$ cat src/rtl/sdspi_pkg.sv
// Shared types, codes and command tables for the SD card SPI-mode sequencer.
// No dependencies; the core, sdspi_seq and the bench import this package.
package sdspi_pkg;

    localparam logic [2:0] ACT_INIT  = 3'd0;
    localparam logic [2:0] ACT_WRITE = 3'd1;
    localparam logic [2:0] ACT_READ  = 3'd2;
    localparam logic [2:0] ACT_LOAD  = 3'd3;
    localparam logic [2:0] ACT_CARD  = 3'd4;

    localparam logic [2:0] ST_OK         = 3'd0;
    localparam logic [2:0] ST_NO_RESET   = 3'd1;
    localparam logic [2:0] ST_IDLE_ERR   = 3'd2;
    localparam logic [2:0] ST_R7_BAD     = 3'd3;
    localparam logic [2:0] ST_OCR_ERR    = 3'd4;
    localparam logic [2:0] ST_WCMD_REJ   = 3'd5;
    localparam logic [2:0] ST_DATA_REJ   = 3'd6;
    localparam logic [2:0] ST_RCMD_REJ   = 3'd7;

    localparam logic [2:0] REG_BLOCK_ADDR = 3'd0;
    localparam logic [2:0] REG_PAY_LEN    = 3'd1;
    localparam logic [2:0] REG_RESP_TRIES = 3'd2;
    localparam logic [2:0] REG_WACC_TRIES = 3'd3;
    localparam logic [2:0] REG_DUMMY      = 3'd4;

    localparam logic [7:0] BYTE_IDLE   = 8'hFF;
    localparam logic [7:0] TOKEN_START = 8'hFE;
    localparam logic [7:0] R7_ECHO     = 8'hAA;
    localparam logic [7:0] R7_VOLT     = 8'h01;
    localparam logic [4:0] DRESP_MASK  = 5'h1F;
    localparam logic [4:0] DRESP_OK    = 5'h05;

    typedef enum logic [2:0] {
        CMD_0, CMD_55A, CMD_8, CMD_55L, CMD_41, CMD_58, CMD_24, CMD_17
    } cmd_t;

    typedef struct packed {
        logic [2:0] action;
        logic [7:0] rx_byte;
        logic [6:0] payload_index;
        logic [7:0] payload_value;
    } in_t;

    typedef struct packed {
        logic       tx_valid;
        logic [7:0] tx_byte;
        logic       select_level;
        logic       read_valid;
        logic [7:0] read_byte;
        logic [6:0] read_index;
        logic       done_res;
        logic [2:0] status;
    } out_t;

    typedef struct packed {
        logic [31:0] block_address;
        logic [7:0]  payload_length;
        logic [7:0]  response_tries;
        logic [7:0]  write_accept_tries;
        logic [4:0]  dummy_bytes;
    } cfg_t;

    function automatic logic [7:0] cmd_byte(input cmd_t c, input logic [2:0] idx,
                                            input logic [31:0] addr);
        logic [31:0] arg;
        logic [7:0]  code;
        logic [7:0]  crc;
        arg  = 32'h0;
        code = 8'h40;
        crc  = 8'h01;
        case (c)
            CMD_0:   begin code = 8'h40; crc = 8'h95; end
            CMD_55A: begin code = 8'h77; end
            CMD_8:   begin code = 8'h48; crc = 8'h87; arg = 32'h0000_01AA; end
            CMD_55L: begin code = 8'h77; end
            CMD_41:  begin code = 8'h69; arg = 32'h4000_0000; end
            CMD_58:  begin code = 8'h7A; end
            CMD_24:  begin code = 8'h58; crc = 8'hFF; arg = addr; end
            default: begin code = 8'h51; crc = 8'h00; arg = addr; end
        endcase
        case (idx)
            3'd0:    return code;
            3'd1:    return arg[31:24];
            3'd2:    return arg[23:16];
            3'd3:    return arg[15:8];
            3'd4:    return arg[7:0];
            default: return crc;
        endcase
    endfunction

endpackage

$ cat src/rtl/sd_spi_card_sequencer_core.sv
// SD card SPI-mode sequencer: takes start, payload-load and card-byte beats and
// returns one result beat per start or per card byte in a sequence, giving the
// next byte to send or the final status. Each item passes an input register and
// one pass of sequencing logic into the result register; that single registered
// pass takes one item every cycle unless the output stalls. The payload memory
// has a registered read port, read as the result is formed. Uses sdspi_pkg.
module sd_spi_card_sequencer_core
    import sdspi_pkg::*;
#(
    parameter int BLOCK_BYTES = 512,
    parameter int PAYLOAD_DEPTH = 128
) (
    input  logic        clk,
    input  logic        rst_n,
    input  logic        in_valid,
    output logic        in_stall,
    input  in_t         in_data,
    output logic        out_valid,
    input  logic        out_stall,
    output out_t        out_data,
    input  logic        cfg_valid,
    output logic        cfg_ready,
    input  logic [2:0]  cfg_index,
    input  logic [31:0] cfg_data
);
    localparam int CW0 = $clog2(BLOCK_BYTES + 3);
    localparam int CW  = (CW0 > 9) ? CW0 : 9;
    localparam int AW  = (PAYLOAD_DEPTH > 1) ? $clog2(PAYLOAD_DEPTH) : 1;

    cfg_t          cfg_reg;
    logic          iv_reg;
    in_t           in_reg;
    logic          ov_reg;
    out_t          out_reg;
    logic          mem_sel_reg;
    logic          go;
    logic          proc;
    out_t          result;
    logic          has_result;
    logic          use_mem;
    logic [CW-1:0] rd_addr;
    logic [7:0]    rd_data;
    logic          load_en;

    assign cfg_ready = 1'b1;

    always_ff @(posedge clk or negedge rst_n)
    begin
        if (!rst_n)
        begin
            cfg_reg.block_address      <= 32'd512;
            cfg_reg.payload_length     <= 8'd100;
            cfg_reg.response_tries     <= 8'd100;
            cfg_reg.write_accept_tries <= 8'd8;
            cfg_reg.dummy_bytes        <= 5'd10;
        end
        else if (cfg_valid)
        begin
            unique case (cfg_index)
                REG_BLOCK_ADDR: cfg_reg.block_address      <= cfg_data;
                REG_PAY_LEN:    cfg_reg.payload_length     <= cfg_data[7:0];
                REG_RESP_TRIES: cfg_reg.response_tries     <= cfg_data[7:0];
                REG_WACC_TRIES: cfg_reg.write_accept_tries <= cfg_data[7:0];
                REG_DUMMY:      cfg_reg.dummy_bytes        <= cfg_data[4:0];
                default: ;
            endcase
        end
    end

    // The held beat advances whenever the result register is free or drains.
    assign go       = iv_reg && (!ov_reg || !out_stall);
    assign in_stall = iv_reg && !go;
    assign proc     = go && has_result;
    assign load_en  = go && (in_reg.action == ACT_LOAD)
                      && (int'(in_reg.payload_index) < PAYLOAD_DEPTH);

    always_ff @(posedge clk or negedge rst_n)
    begin
        if (!rst_n)
        begin
            iv_reg <= 1'b0;
            ov_reg <= 1'b0;
        end
        else
        begin
            if (!in_stall)
            begin
                iv_reg <= in_valid;
            end
            if (go)
            begin
                ov_reg <= has_result;
            end
            else if (!out_stall)
            begin
                ov_reg <= 1'b0;
            end
        end
    end

    always_ff @(posedge clk)
    begin
        if (!in_stall)
        begin
            in_reg <= in_data;
        end
        if (proc)
        begin
            out_reg     <= result;
            mem_sel_reg <= use_mem;
        end
    end

    sdspi_seq #(
        .BLOCK_BYTES   (BLOCK_BYTES),
        .PAYLOAD_DEPTH (PAYLOAD_DEPTH),
        .CW            (CW)
    ) u_seq (
        .clk        (clk),
        .rst_n      (rst_n),
        .go         (go),
        .item       (in_reg),
        .cfg        (cfg_reg),
        .result     (result),
        .has_result (has_result),
        .use_mem    (use_mem),
        .rd_addr    (rd_addr)
    );

    sdspi_payload_mem #(
        .PAYLOAD_DEPTH (PAYLOAD_DEPTH),
        .AW            (AW)
    ) u_mem (
        .clk     (clk),
        .wr_en   (load_en),
        .wr_addr (AW'(in_reg.payload_index)),
        .wr_data (in_reg.payload_value),
        .rd_en   (proc),
        .rd_addr (rd_addr[AW-1:0]),
        .rd_data (rd_data)
    );

    assign out_valid = ov_reg;

    always_comb
    begin
        out_data = out_reg;
        if (mem_sel_reg)
        begin
            out_data.tx_byte = rd_data;
        end
    end

    a_excl: assert property (@(posedge clk) disable iff (!rst_n)
        ov_reg |-> (out_reg.tx_valid != out_reg.done_res))
        else $error("result beat must be either a byte or a status");
    a_stat: assert property (@(posedge clk) disable iff (!rst_n)
        (ov_reg && !out_reg.done_res) |-> out_reg.status == ST_OK)
        else $error("status set without done");
    a_stall: assert property (@(posedge clk) disable iff (!rst_n)
        in_stall |-> (ov_reg && out_stall))
        else $error("input stalled while result side is free");
    a_memsel: assert property (@(posedge clk) disable iff (!rst_n)
        (ov_reg && mem_sel_reg) |-> out_reg.tx_valid)
        else $error("payload byte chosen for a status beat");
endmodule

$ cat src/rtl/sdspi_payload_mem.sv
// Payload buffer: one write port for payload loads, one registered read port.
// Depends on nothing but its parameters.
module sdspi_payload_mem #(
    parameter int PAYLOAD_DEPTH = 128,
    parameter int AW = 7
) (
    input  logic          clk,
    input  logic          wr_en,
    input  logic [AW-1:0] wr_addr,
    input  logic [7:0]    wr_data,
    input  logic          rd_en,
    input  logic [AW-1:0] rd_addr,
    output logic [7:0]    rd_data
);
    logic [7:0] mem [PAYLOAD_DEPTH];

    always_ff @(posedge clk)
    begin
        if (wr_en)
        begin
            mem[wr_addr] <= wr_data;
        end
    end

    always_ff @(posedge clk)
    begin
        if (rd_en)
        begin
            rd_data <= mem[rd_addr];
        end
    end
endmodule

$ cat src/rtl/sdspi_seq.sv
// Sequence state and per-beat next-state/result logic of the SD SPI sequencer.
// Uses sdspi_pkg; the payload read data is merged in at the top level.
module sdspi_seq
    import sdspi_pkg::*;
#(
    parameter int BLOCK_BYTES = 512,
    parameter int PAYLOAD_DEPTH = 128,
    parameter int CW = 10
) (
    input  logic          clk,
    input  logic          rst_n,
    input  logic          go,
    input  in_t           item,
    input  cfg_t          cfg,
    output out_t          result,
    output logic          has_result,
    output logic          use_mem,
    output logic [CW-1:0] rd_addr
);
    localparam int LEN_LIM = (PAYLOAD_DEPTH < BLOCK_BYTES) ? PAYLOAD_DEPTH : BLOCK_BYTES;
    localparam logic [CW-1:0] BB      = CW'(BLOCK_BYTES);
    localparam logic [CW-1:0] BB_CRC  = CW'(BLOCK_BYTES + 2);

    typedef enum logic [13:0] {
        PH_IDLE   = 14'b00000000000001,
        PH_DUMMY  = 14'b00000000000010,
        PH_CMD    = 14'b00000000000100,
        PH_RESP   = 14'b00000000001000,
        PH_R7     = 14'b00000000010000,
        PH_EXTRA  = 14'b00000000100000,
        PH_PRE_W  = 14'b00000001000000,
        PH_PRE_R  = 14'b00000010000000,
        PH_TOKEN  = 14'b00000100000000,
        PH_WDATA  = 14'b00001000000000,
        PH_DRESP  = 14'b00010000000000,
        PH_BUSY   = 14'b00100000000000,
        PH_RTOKEN = 14'b01000000000000,
        PH_RDATA  = 14'b10000000000000
    } phase_t;

    phase_t        phase_reg, phase_next;
    logic [CW-1:0] bc_reg, bc_next;
    logic [7:0]    try_reg, try_next;
    logic [2:0]    cbi_reg, cbi_next;
    logic          sel_reg, sel_next;
    logic          echo_reg, echo_next;
    logic          r8nz_reg, r8nz_next;
    cmd_t          cmd_reg, cmd_next;

    logic [CW-1:0] eff_len;
    logic [CW-1:0] bc_inc;
    logic [8:0]    try_inc;
    logic [7:0]    tries_now;
    logic          ended;
    logic [2:0]    st;
    logic          rv;
    logic          rx_idle;

    always_comb
    begin
        if (int'(cfg.payload_length) > LEN_LIM)
        begin
            eff_len = CW'(LEN_LIM);
        end
        else
        begin
            eff_len = CW'(cfg.payload_length);
        end
    end

    assign bc_inc    = bc_reg + 1'b1;
    assign try_inc   = {1'b0, try_reg} + 9'd1;
    assign tries_now = (cmd_reg == CMD_24) ? cfg.write_accept_tries : cfg.response_tries;
    assign rx_idle   = (item.rx_byte == BYTE_IDLE);

    always_comb
    begin
        phase_next = phase_reg;
        bc_next    = bc_reg;
        try_next   = try_reg;
        cbi_next   = cbi_reg;
        sel_next   = sel_reg;
        echo_next  = echo_reg;
        r8nz_next  = r8nz_reg;
        cmd_next   = cmd_reg;
        ended      = 1'b0;
        st         = ST_OK;
        rv         = 1'b0;
        has_result = 1'b0;

        case (item.action)
            ACT_INIT:
            begin
                has_result = 1'b1;
                sel_next   = 1'b1;
                bc_next    = '0;
                phase_next = PH_DUMMY;
            end
            ACT_WRITE:
            begin
                has_result = 1'b1;
                sel_next   = 1'b0;
                phase_next = PH_PRE_W;
            end
            ACT_READ:
            begin
                has_result = 1'b1;
                sel_next   = 1'b0;
                phase_next = PH_PRE_R;
            end
            ACT_CARD:
            begin
                has_result = (phase_reg != PH_IDLE);
                unique case (phase_reg)
                    PH_IDLE: ;
                    PH_DUMMY:
                    begin
                        bc_next = bc_inc;
                        if (bc_inc >= CW'(cfg.dummy_bytes))
                        begin
                            sel_next   = 1'b0;
                            cmd_next   = CMD_0;
                            cbi_next   = '0;
                            phase_next = PH_CMD;
                        end
                    end
                    PH_CMD:
                    begin
                        cbi_next = cbi_reg + 1'b1;
                        if (cbi_reg == 3'd5)
                        begin
                            try_next   = '0;
                            phase_next = PH_RESP;
                        end
                    end
                    PH_RESP:
                    begin
                        try_next = try_inc[7:0];
                        if (!rx_idle || try_inc >= {1'b0, tries_now})
                        begin
                            cbi_next   = '0;
                            phase_next = PH_CMD;
                            case (cmd_reg)
                                CMD_0:
                                begin
                                    if (rx_idle)
                                    begin
                                        ended = 1'b1;
                                        st    = ST_NO_RESET;
                                    end
                                    cmd_next = CMD_55A;
                                end
                                CMD_55A:
                                begin
                                    if (item.rx_byte > 8'd1)
                                    begin
                                        ended = 1'b1;
                                        st    = ST_IDLE_ERR;
                                    end
                                    cmd_next = CMD_8;
                                end
                                CMD_8:
                                begin
                                    r8nz_next  = (item.rx_byte != 8'd0);
                                    bc_next    = '0;
                                    phase_next = PH_R7;
                                end
                                CMD_55L: cmd_next = CMD_41;
                                CMD_41:
                                    cmd_next = (item.rx_byte == 8'd0) ? CMD_58 : CMD_55L;
                                CMD_58:
                                begin
                                    echo_next  = (item.rx_byte == 8'd0);
                                    bc_next    = '0;
                                    try_next   = '0;
                                    phase_next = PH_EXTRA;
                                end
                                CMD_24:
                                begin
                                    if (item.rx_byte != 8'd0)
                                    begin
                                        ended = 1'b1;
                                        st    = ST_WCMD_REJ;
                                    end
                                    phase_next = PH_TOKEN;
                                end
                                default:
                                begin
                                    if (item.rx_byte != 8'd0)
                                    begin
                                        ended = 1'b1;
                                        st    = ST_RCMD_REJ;
                                    end
                                    phase_next = PH_RTOKEN;
                                end
                            endcase
                        end
                    end
                    PH_R7:
                    begin
                        if (bc_reg == CW'(2))
                        begin
                            echo_next = (item.rx_byte == R7_VOLT);
                        end
                        if (bc_reg >= CW'(3))
                        begin
                            if (!(echo_reg && item.rx_byte == R7_ECHO))
                            begin
                                ended = 1'b1;
                                st    = ST_R7_BAD;
                            end
                            cmd_next   = r8nz_reg ? CMD_55L : CMD_58;
                            cbi_next   = '0;
                            phase_next = PH_CMD;
                        end
                        else
                        begin
                            bc_next = bc_inc;
                        end
                    end
                    PH_EXTRA:
                    begin
                        try_next = try_inc[7:0];
                        if (!rx_idle || try_inc >= {1'b0, cfg.response_tries})
                        begin
                            try_next = '0;
                            bc_next  = bc_inc;
                            if (bc_inc >= CW'(4))
                            begin
                                sel_next = 1'b1;
                                ended    = 1'b1;
                                st       = echo_reg ? ST_OK : ST_OCR_ERR;
                            end
                        end
                    end
                    PH_PRE_W:
                    begin
                        cmd_next   = CMD_24;
                        cbi_next   = '0;
                        phase_next = PH_CMD;
                    end
                    PH_PRE_R:
                    begin
                        cmd_next   = CMD_17;
                        cbi_next   = '0;
                        phase_next = PH_CMD;
                    end
                    PH_TOKEN:
                    begin
                        bc_next    = '0;
                        phase_next = PH_WDATA;
                    end
                    PH_WDATA:
                    begin
                        bc_next = bc_inc;
                        if (bc_inc >= BB_CRC)
                        begin
                            try_next   = '0;
                            phase_next = PH_DRESP;
                        end
                    end
                    PH_DRESP:
                    begin
                        try_next = try_inc[7:0];
                        if (!rx_idle || try_inc >= {1'b0, cfg.response_tries})
                        begin
                            if ((item.rx_byte[4:0] & DRESP_MASK) != DRESP_OK)
                            begin
                                ended = 1'b1;
                                st    = ST_DATA_REJ;
                            end
                            phase_next = PH_BUSY;
                        end
                    end
                    PH_BUSY:
                    begin
                        if (rx_idle)
                        begin
                            sel_next = 1'b1;
                            ended    = 1'b1;
                        end
                    end
                    PH_RTOKEN:
                    begin
                        if (item.rx_byte == TOKEN_START)
                        begin
                            bc_next    = '0;
                            phase_next = PH_RDATA;
                        end
                    end
                    PH_RDATA:
                    begin
                        rv      = (bc_reg < eff_len);
                        bc_next = bc_inc;
                        if (bc_inc >= BB_CRC)
                        begin
                            phase_next = PH_BUSY;
                        end
                    end
                    default: ;
                endcase
                if (ended)
                begin
                    phase_next = PH_IDLE;
                end
            end
            default: ;
        endcase
    end

    // Result beat, built from the state this item leaves behind.
    always_comb
    begin
        result              = '0;
        use_mem             = 1'b0;
        rd_addr             = bc_next;
        result.select_level = sel_next;
        if (rv)
        begin
            result.read_valid = 1'b1;
            result.read_byte  = item.rx_byte;
            result.read_index = bc_reg[6:0];
        end
        if (ended)
        begin
            result.done_res = 1'b1;
            result.status   = st;
        end
        else
        begin
            result.tx_valid = 1'b1;
            unique case (phase_next)
                PH_CMD:   result.tx_byte = cmd_byte(cmd_next, cbi_next, cfg.block_address);
                PH_TOKEN: result.tx_byte = TOKEN_START;
                PH_WDATA:
                begin
                    if (bc_next < eff_len)
                    begin
                        use_mem = 1'b1;
                    end
                    else if (bc_next < BB)
                    begin
                        result.tx_byte = BYTE_IDLE;
                    end
                end
                default:  result.tx_byte = BYTE_IDLE;
            endcase
        end
    end

    always_ff @(posedge clk or negedge rst_n)
    begin
        if (!rst_n)
        begin
            phase_reg <= PH_IDLE;
            bc_reg    <= '0;
            try_reg   <= '0;
            cbi_reg   <= '0;
            sel_reg   <= 1'b1;
            echo_reg  <= 1'b0;
            r8nz_reg  <= 1'b0;
            cmd_reg   <= CMD_0;
        end
        else if (go)
        begin
            phase_reg <= phase_next;
            bc_reg    <= bc_next;
            try_reg   <= try_next;
            cbi_reg   <= cbi_next;
            sel_reg   <= sel_next;
            echo_reg  <= echo_next;
            r8nz_reg  <= r8nz_next;
            cmd_reg   <= cmd_next;
        end
    end

    a_cmd_idx: assert property (@(posedge clk) disable iff (!rst_n)
        phase_reg == PH_CMD |-> cbi_reg <= 3'd5)
        else $error("command byte index out of range");
    a_bc_range: assert property (@(posedge clk) disable iff (!rst_n)
        bc_reg <= BB_CRC)
        else $error("byte counter out of range");
    a_idle_sel: assert property (@(posedge clk) disable iff (!rst_n)
        (phase_reg == PH_DUMMY) |-> sel_reg)
        else $error("card selected during dummy clocks");
endmodule

$ cat config.mk
export PLATFORM = sky130hd
export DESIGN_NAME = sd_spi_card_sequencer_core
export DESIGN_NICKNAME = d
export VERILOG_FILES = /design/src/rtl/sdspi_pkg.sv /design/src/rtl/sd_spi_card_sequencer_core.sv /design/src/rtl/sdspi_payload_mem.sv /design/src/rtl/sdspi_seq.sv
export SDC_FILE = /design/constraint.sdc
export NUM_CORES = 2
export LEC_CHECK = 0
export ABC_AREA = 1
export BUFFER_PORTS_ARGS = -buffer_cell sky130_fd_sc_hd__buf_2
export CORE_MARGIN = 1.5
export CORE_UTILIZATION = 45
export CTS_CLUSTER_DIAMETER = 120
export DETAILED_ROUTE_END_ITERATION = 16
export SYNTH_ARGS = -nofsm -noshare
export SYNTH_HDL_FRONTEND = slang
export SYNTH_SLANG_ARGS = --single-unit
$ cat constraint.sdc
create_clock -name clk -period 10.4 [get_ports clk]
set_input_delay 1.04 -clock clk [delete_from_list [all_inputs] [get_ports clk]]
set_output_delay 1.04 -clock clk [all_outputs]
set_load 0.02 [all_outputs]
==> impl_metrics.csv <==
group,metric,value,unit
run_status,outcome,"finished clean",
global_routing,antenna_found_initial,3,
timing,finalHoldViolCount,0,
routing,wl_met1,70.2,mm
timing,setup_viol,0,
timing,relSlewSlack,0.0526,
run,drv_cap,0,
routing,top_layer,"met5",
clock_tree,post_cts_resized,0,
clock_tree,cts_tree,"done",
timing,tns,0,ns
routing,postRouteWirelength,163,mm
clock_tree,cts_sinks,1193,
placement,gp_congestion,0.944,
timing,worstMarginPinSlew,1.42,ns
critical_path,worstSetupPathType,"register to register",
timing,min_period_over_period,0.694,
critical_path,rrSetupSlack,3.18,ns
layout,multi_input_area,16300,um^2
clock_tree,clk_latency,0.76,ns
layout,area_growth_syn_to_layout,10.5,%
yosys,ys.flop_type,"edfxtp_1",
routing,drc,0,
floorplanning,die_x,356,um
floorplanning,initial_core_util,0.453,
layout,final_util,0.501,
yosys,synth-async-reset-ratio,0.0872,
yosys,syn_inst,5522,
placement,placedInstanceArea,57500,um^2
timing,rsz0062_at_grt,"false",
critical_path,worstPathRequired,10.89,ns
global_routing,grt_max_degree,225,
yosys,ys_ff_latch,1193,
layout,drive_above_1_share,0.0817,
clock_tree,cts_inserted_buffers,132,
yosys,avgSynthCellArea,10.1,um^2
min_path,hold_path.class,"primary input to async pin",
pwr,p_leak,24.5,nW
routing,via_count,39800,
clock_tree,cts.reportedPaths.clkPinSlew,0.06,ns
yosys,synth_area,56000,um^2
yosys,yosysWarningCount,0,
routing,wl_met3,12.8,mm
routing,viasPerCell,5.50,
pwr,p_sw,0.00550,W
layout,regArea,35300,um^2
critical_path,arrival,7.71,ns
pwr,cellPowerDensity,243,nW/um^2
timing,skew,0.0331,ns
clock_tree,cts.path.max_buffers,3,
global_routing,overflow,0,
pwr,p_seq_frac,0.371,
yosys,ys_seq_area_frac,0.631,
pwr,power,0.0150,W
timing,period_needed,7.22,ns
pwr,ir_worst_vdd,332,uV
timing,drv_slew,0,
pwr,p_int,0.00953,W
routing,wl_met2,74.7,mm
floorplanning,rows,129,
critical_path,r2r-end,"u_mem.rd_data[3]",
layout,final_area,61900,um^2
global_routing,grt_usage,0.256,
routing,wl_per_cell,22.5,um
clock_tree,root_buffer,"clkbuf_16",
clock_tree,post_cts_buffers,0,
critical_path,max_stage_delay,0.71,ns
floorplanning,die_h,356,um
yosys,synth_edf_count,1089,
layout,nFillCells,11200,
timing,fmax,0.138,GHz
routing,dr.pass1.iters,6,
layout,final_net_count,5600,
floorplanning,core,124000,um^2
critical_path,start_kind,"register",
critical_path,crit_top_cell,"nand2_1",
critical_path,crit_start,"u_seq.cmd_reg[0]",
routing,route.antenna.remaining_nets,0,
critical_path,critPathMaxFanout,224,
routing,first_iter_violations,4740,
pwr,combPwrFrac,0.310,
critical_path,cp-end-kind,"register",
layout,diodes,0,
critical_path,cp_slowest_cell,"nand2_8",
pwr,p_clk_frac,0.319,
critical_path,r2r_start,"u_seq.cmd_reg[0]",
floorplanning,dieArea,127000,um^2
yosys,yosysUniqueCellTypes,62,
global_routing,grt_first_pass_wirelength,245,mm
clock_tree,htreeDepth,4,
placement,hpwl,95.9,mm
global_routing,grt_pass1_vias,38100,
floorplanning,top_level_ports,99,
clock_tree,postCtsHoldBufs,0,
placement,numPortBuffers,97,
timing,holdWs,0.214,ns
yosys,synth_nets,5628,
critical_path,ff2ff_path_depth,28,
pwr,swShare,0.366,
layout,largest_reg_flops,1024,
[layout by cell type, fill, tap and decap left out, drive strengths merged, types with 2 or more instances in the layout]
master and instances:
clkbuf 168, dfrtp 92, nor2 301, a31oi 5, clkinv 43, nor3 21, o211ai 17, or2 3
nand2 1150, nand3b 327, a21boi 3, o221ai 4, inv 775, ha 40, xor2 5, nor3b 2
nand3 1096, nand4 26, a21oi 30, nor4 6, clkinvlp 3, o22ai 4, o21bai 4, o41ai 2
mux2 30, bufinv 17, a22oi 2, dfstp 12, o31ai 4, buf 157, edfxtp 1089, o311ai 2
o21ai 144
[metrics by stage]
stage,worst slack [ns],std cells
5_1_grt,2.65,7231
3_3_place_gp,3.28,6997
2_1_floorplan,5.70,5522
3_5_place_dp,3.20,6997
4_1_cts,3.15,7231
6_report,3.18,7231
[critical path, delay by kind of cell (launching register included)]
family / cells / cell delay, ns
AOI/OAI and AO/OA: 1 / 0.29
adders and majority gates: 1 / 0.28
buffers and inverters: 4 / 1.48
DFF: 1 / 0.41
and+or+nand+nor: 22 / 3.92
[power by group through the flow]
stage               logic (W)  clock network (W)  registers [W]
finish                0.00466            0.00480        0.00557
global route          0.00509            0.00505        0.00558
global placement      0.00459                  0        0.00567
CTS                   0.00463            0.00486        0.00557
detailed placement    0.00461                  0        0.00567
floorplan             0.00309                  0        0.00565
[Yosys cell counts, drive strengths merged (26+ instances only)]
library cell | instances | area (um^2)
dfrtp | 92 | 2300
nor2 | 301 | 1230
nand4 | 26 | 163
mux2 | 30 | 338
edfxtp | 1089 | 32700
nand3b | 327 | 2450
clkbuf | 84 | 317
o21ai | 144 | 728
ha | 40 | 500
buf | 235 | 1320
nand3 | 1096 | 5510
nand2 | 1150 | 4360
a21oi | 30 | 158
inv | 768 | 2880
[routing by layer]
| layer | up-vias | GRT usage |
|---|---|---|
| met4 | 4 | 0.0874 |
| met1 | 19300 | 0.364 |
| li1 | 18600 | - |
| met5 | - | 0 |
| met2 | 1616 | 0.397 |
| met3 | 305 | 0.0457 |
[kinds of logic (layout without fill, tap and decap cells)]
family / Yosys count / in the layout / synth area share
other: 1 / 1 / 0.0000670
buffers and inverters: 1091 / 1163 / 0.0810
XOR/XNOR: 6 / 6 / 0.000938
adder cells (fa/ha/maj): 40 / 40 / 0.00894
flip-flops: 1193 / 1193 / 0.631
multiplexers: 30 / 30 / 0.00603
AND/OR/NAND/NOR: 2934 / 2934 / 0.249
AO/OA/AOI/OAI: 227 / 227 / 0.0234
[area by class of cell]
type	instances	area share
clock buffer	168	0.0578
clock inverter	66	0.0131
inverter	772	0.0469
multi-input combinational	3238	0.263
sequential	1193	0.571
tap	1637	0.0331
timing repair buffer	157	0.0158
[worst max path at each step]
stage,slack [ns],cells past startpoint,to
after global placement,3.28,28,u_mem.rd_data[3]
final,3.18,28,u_mem.rd_data[3]
after CTS,3.15,28,u_mem.rd_data[3]
after detailed placement,3.20,28,u_mem.rd_data[3]
after floorplan,5.70,4,mem_sel_reg
after global routing,2.65,28,u_mem.rd_data[3]
Power figures use the tool's default switching activity.
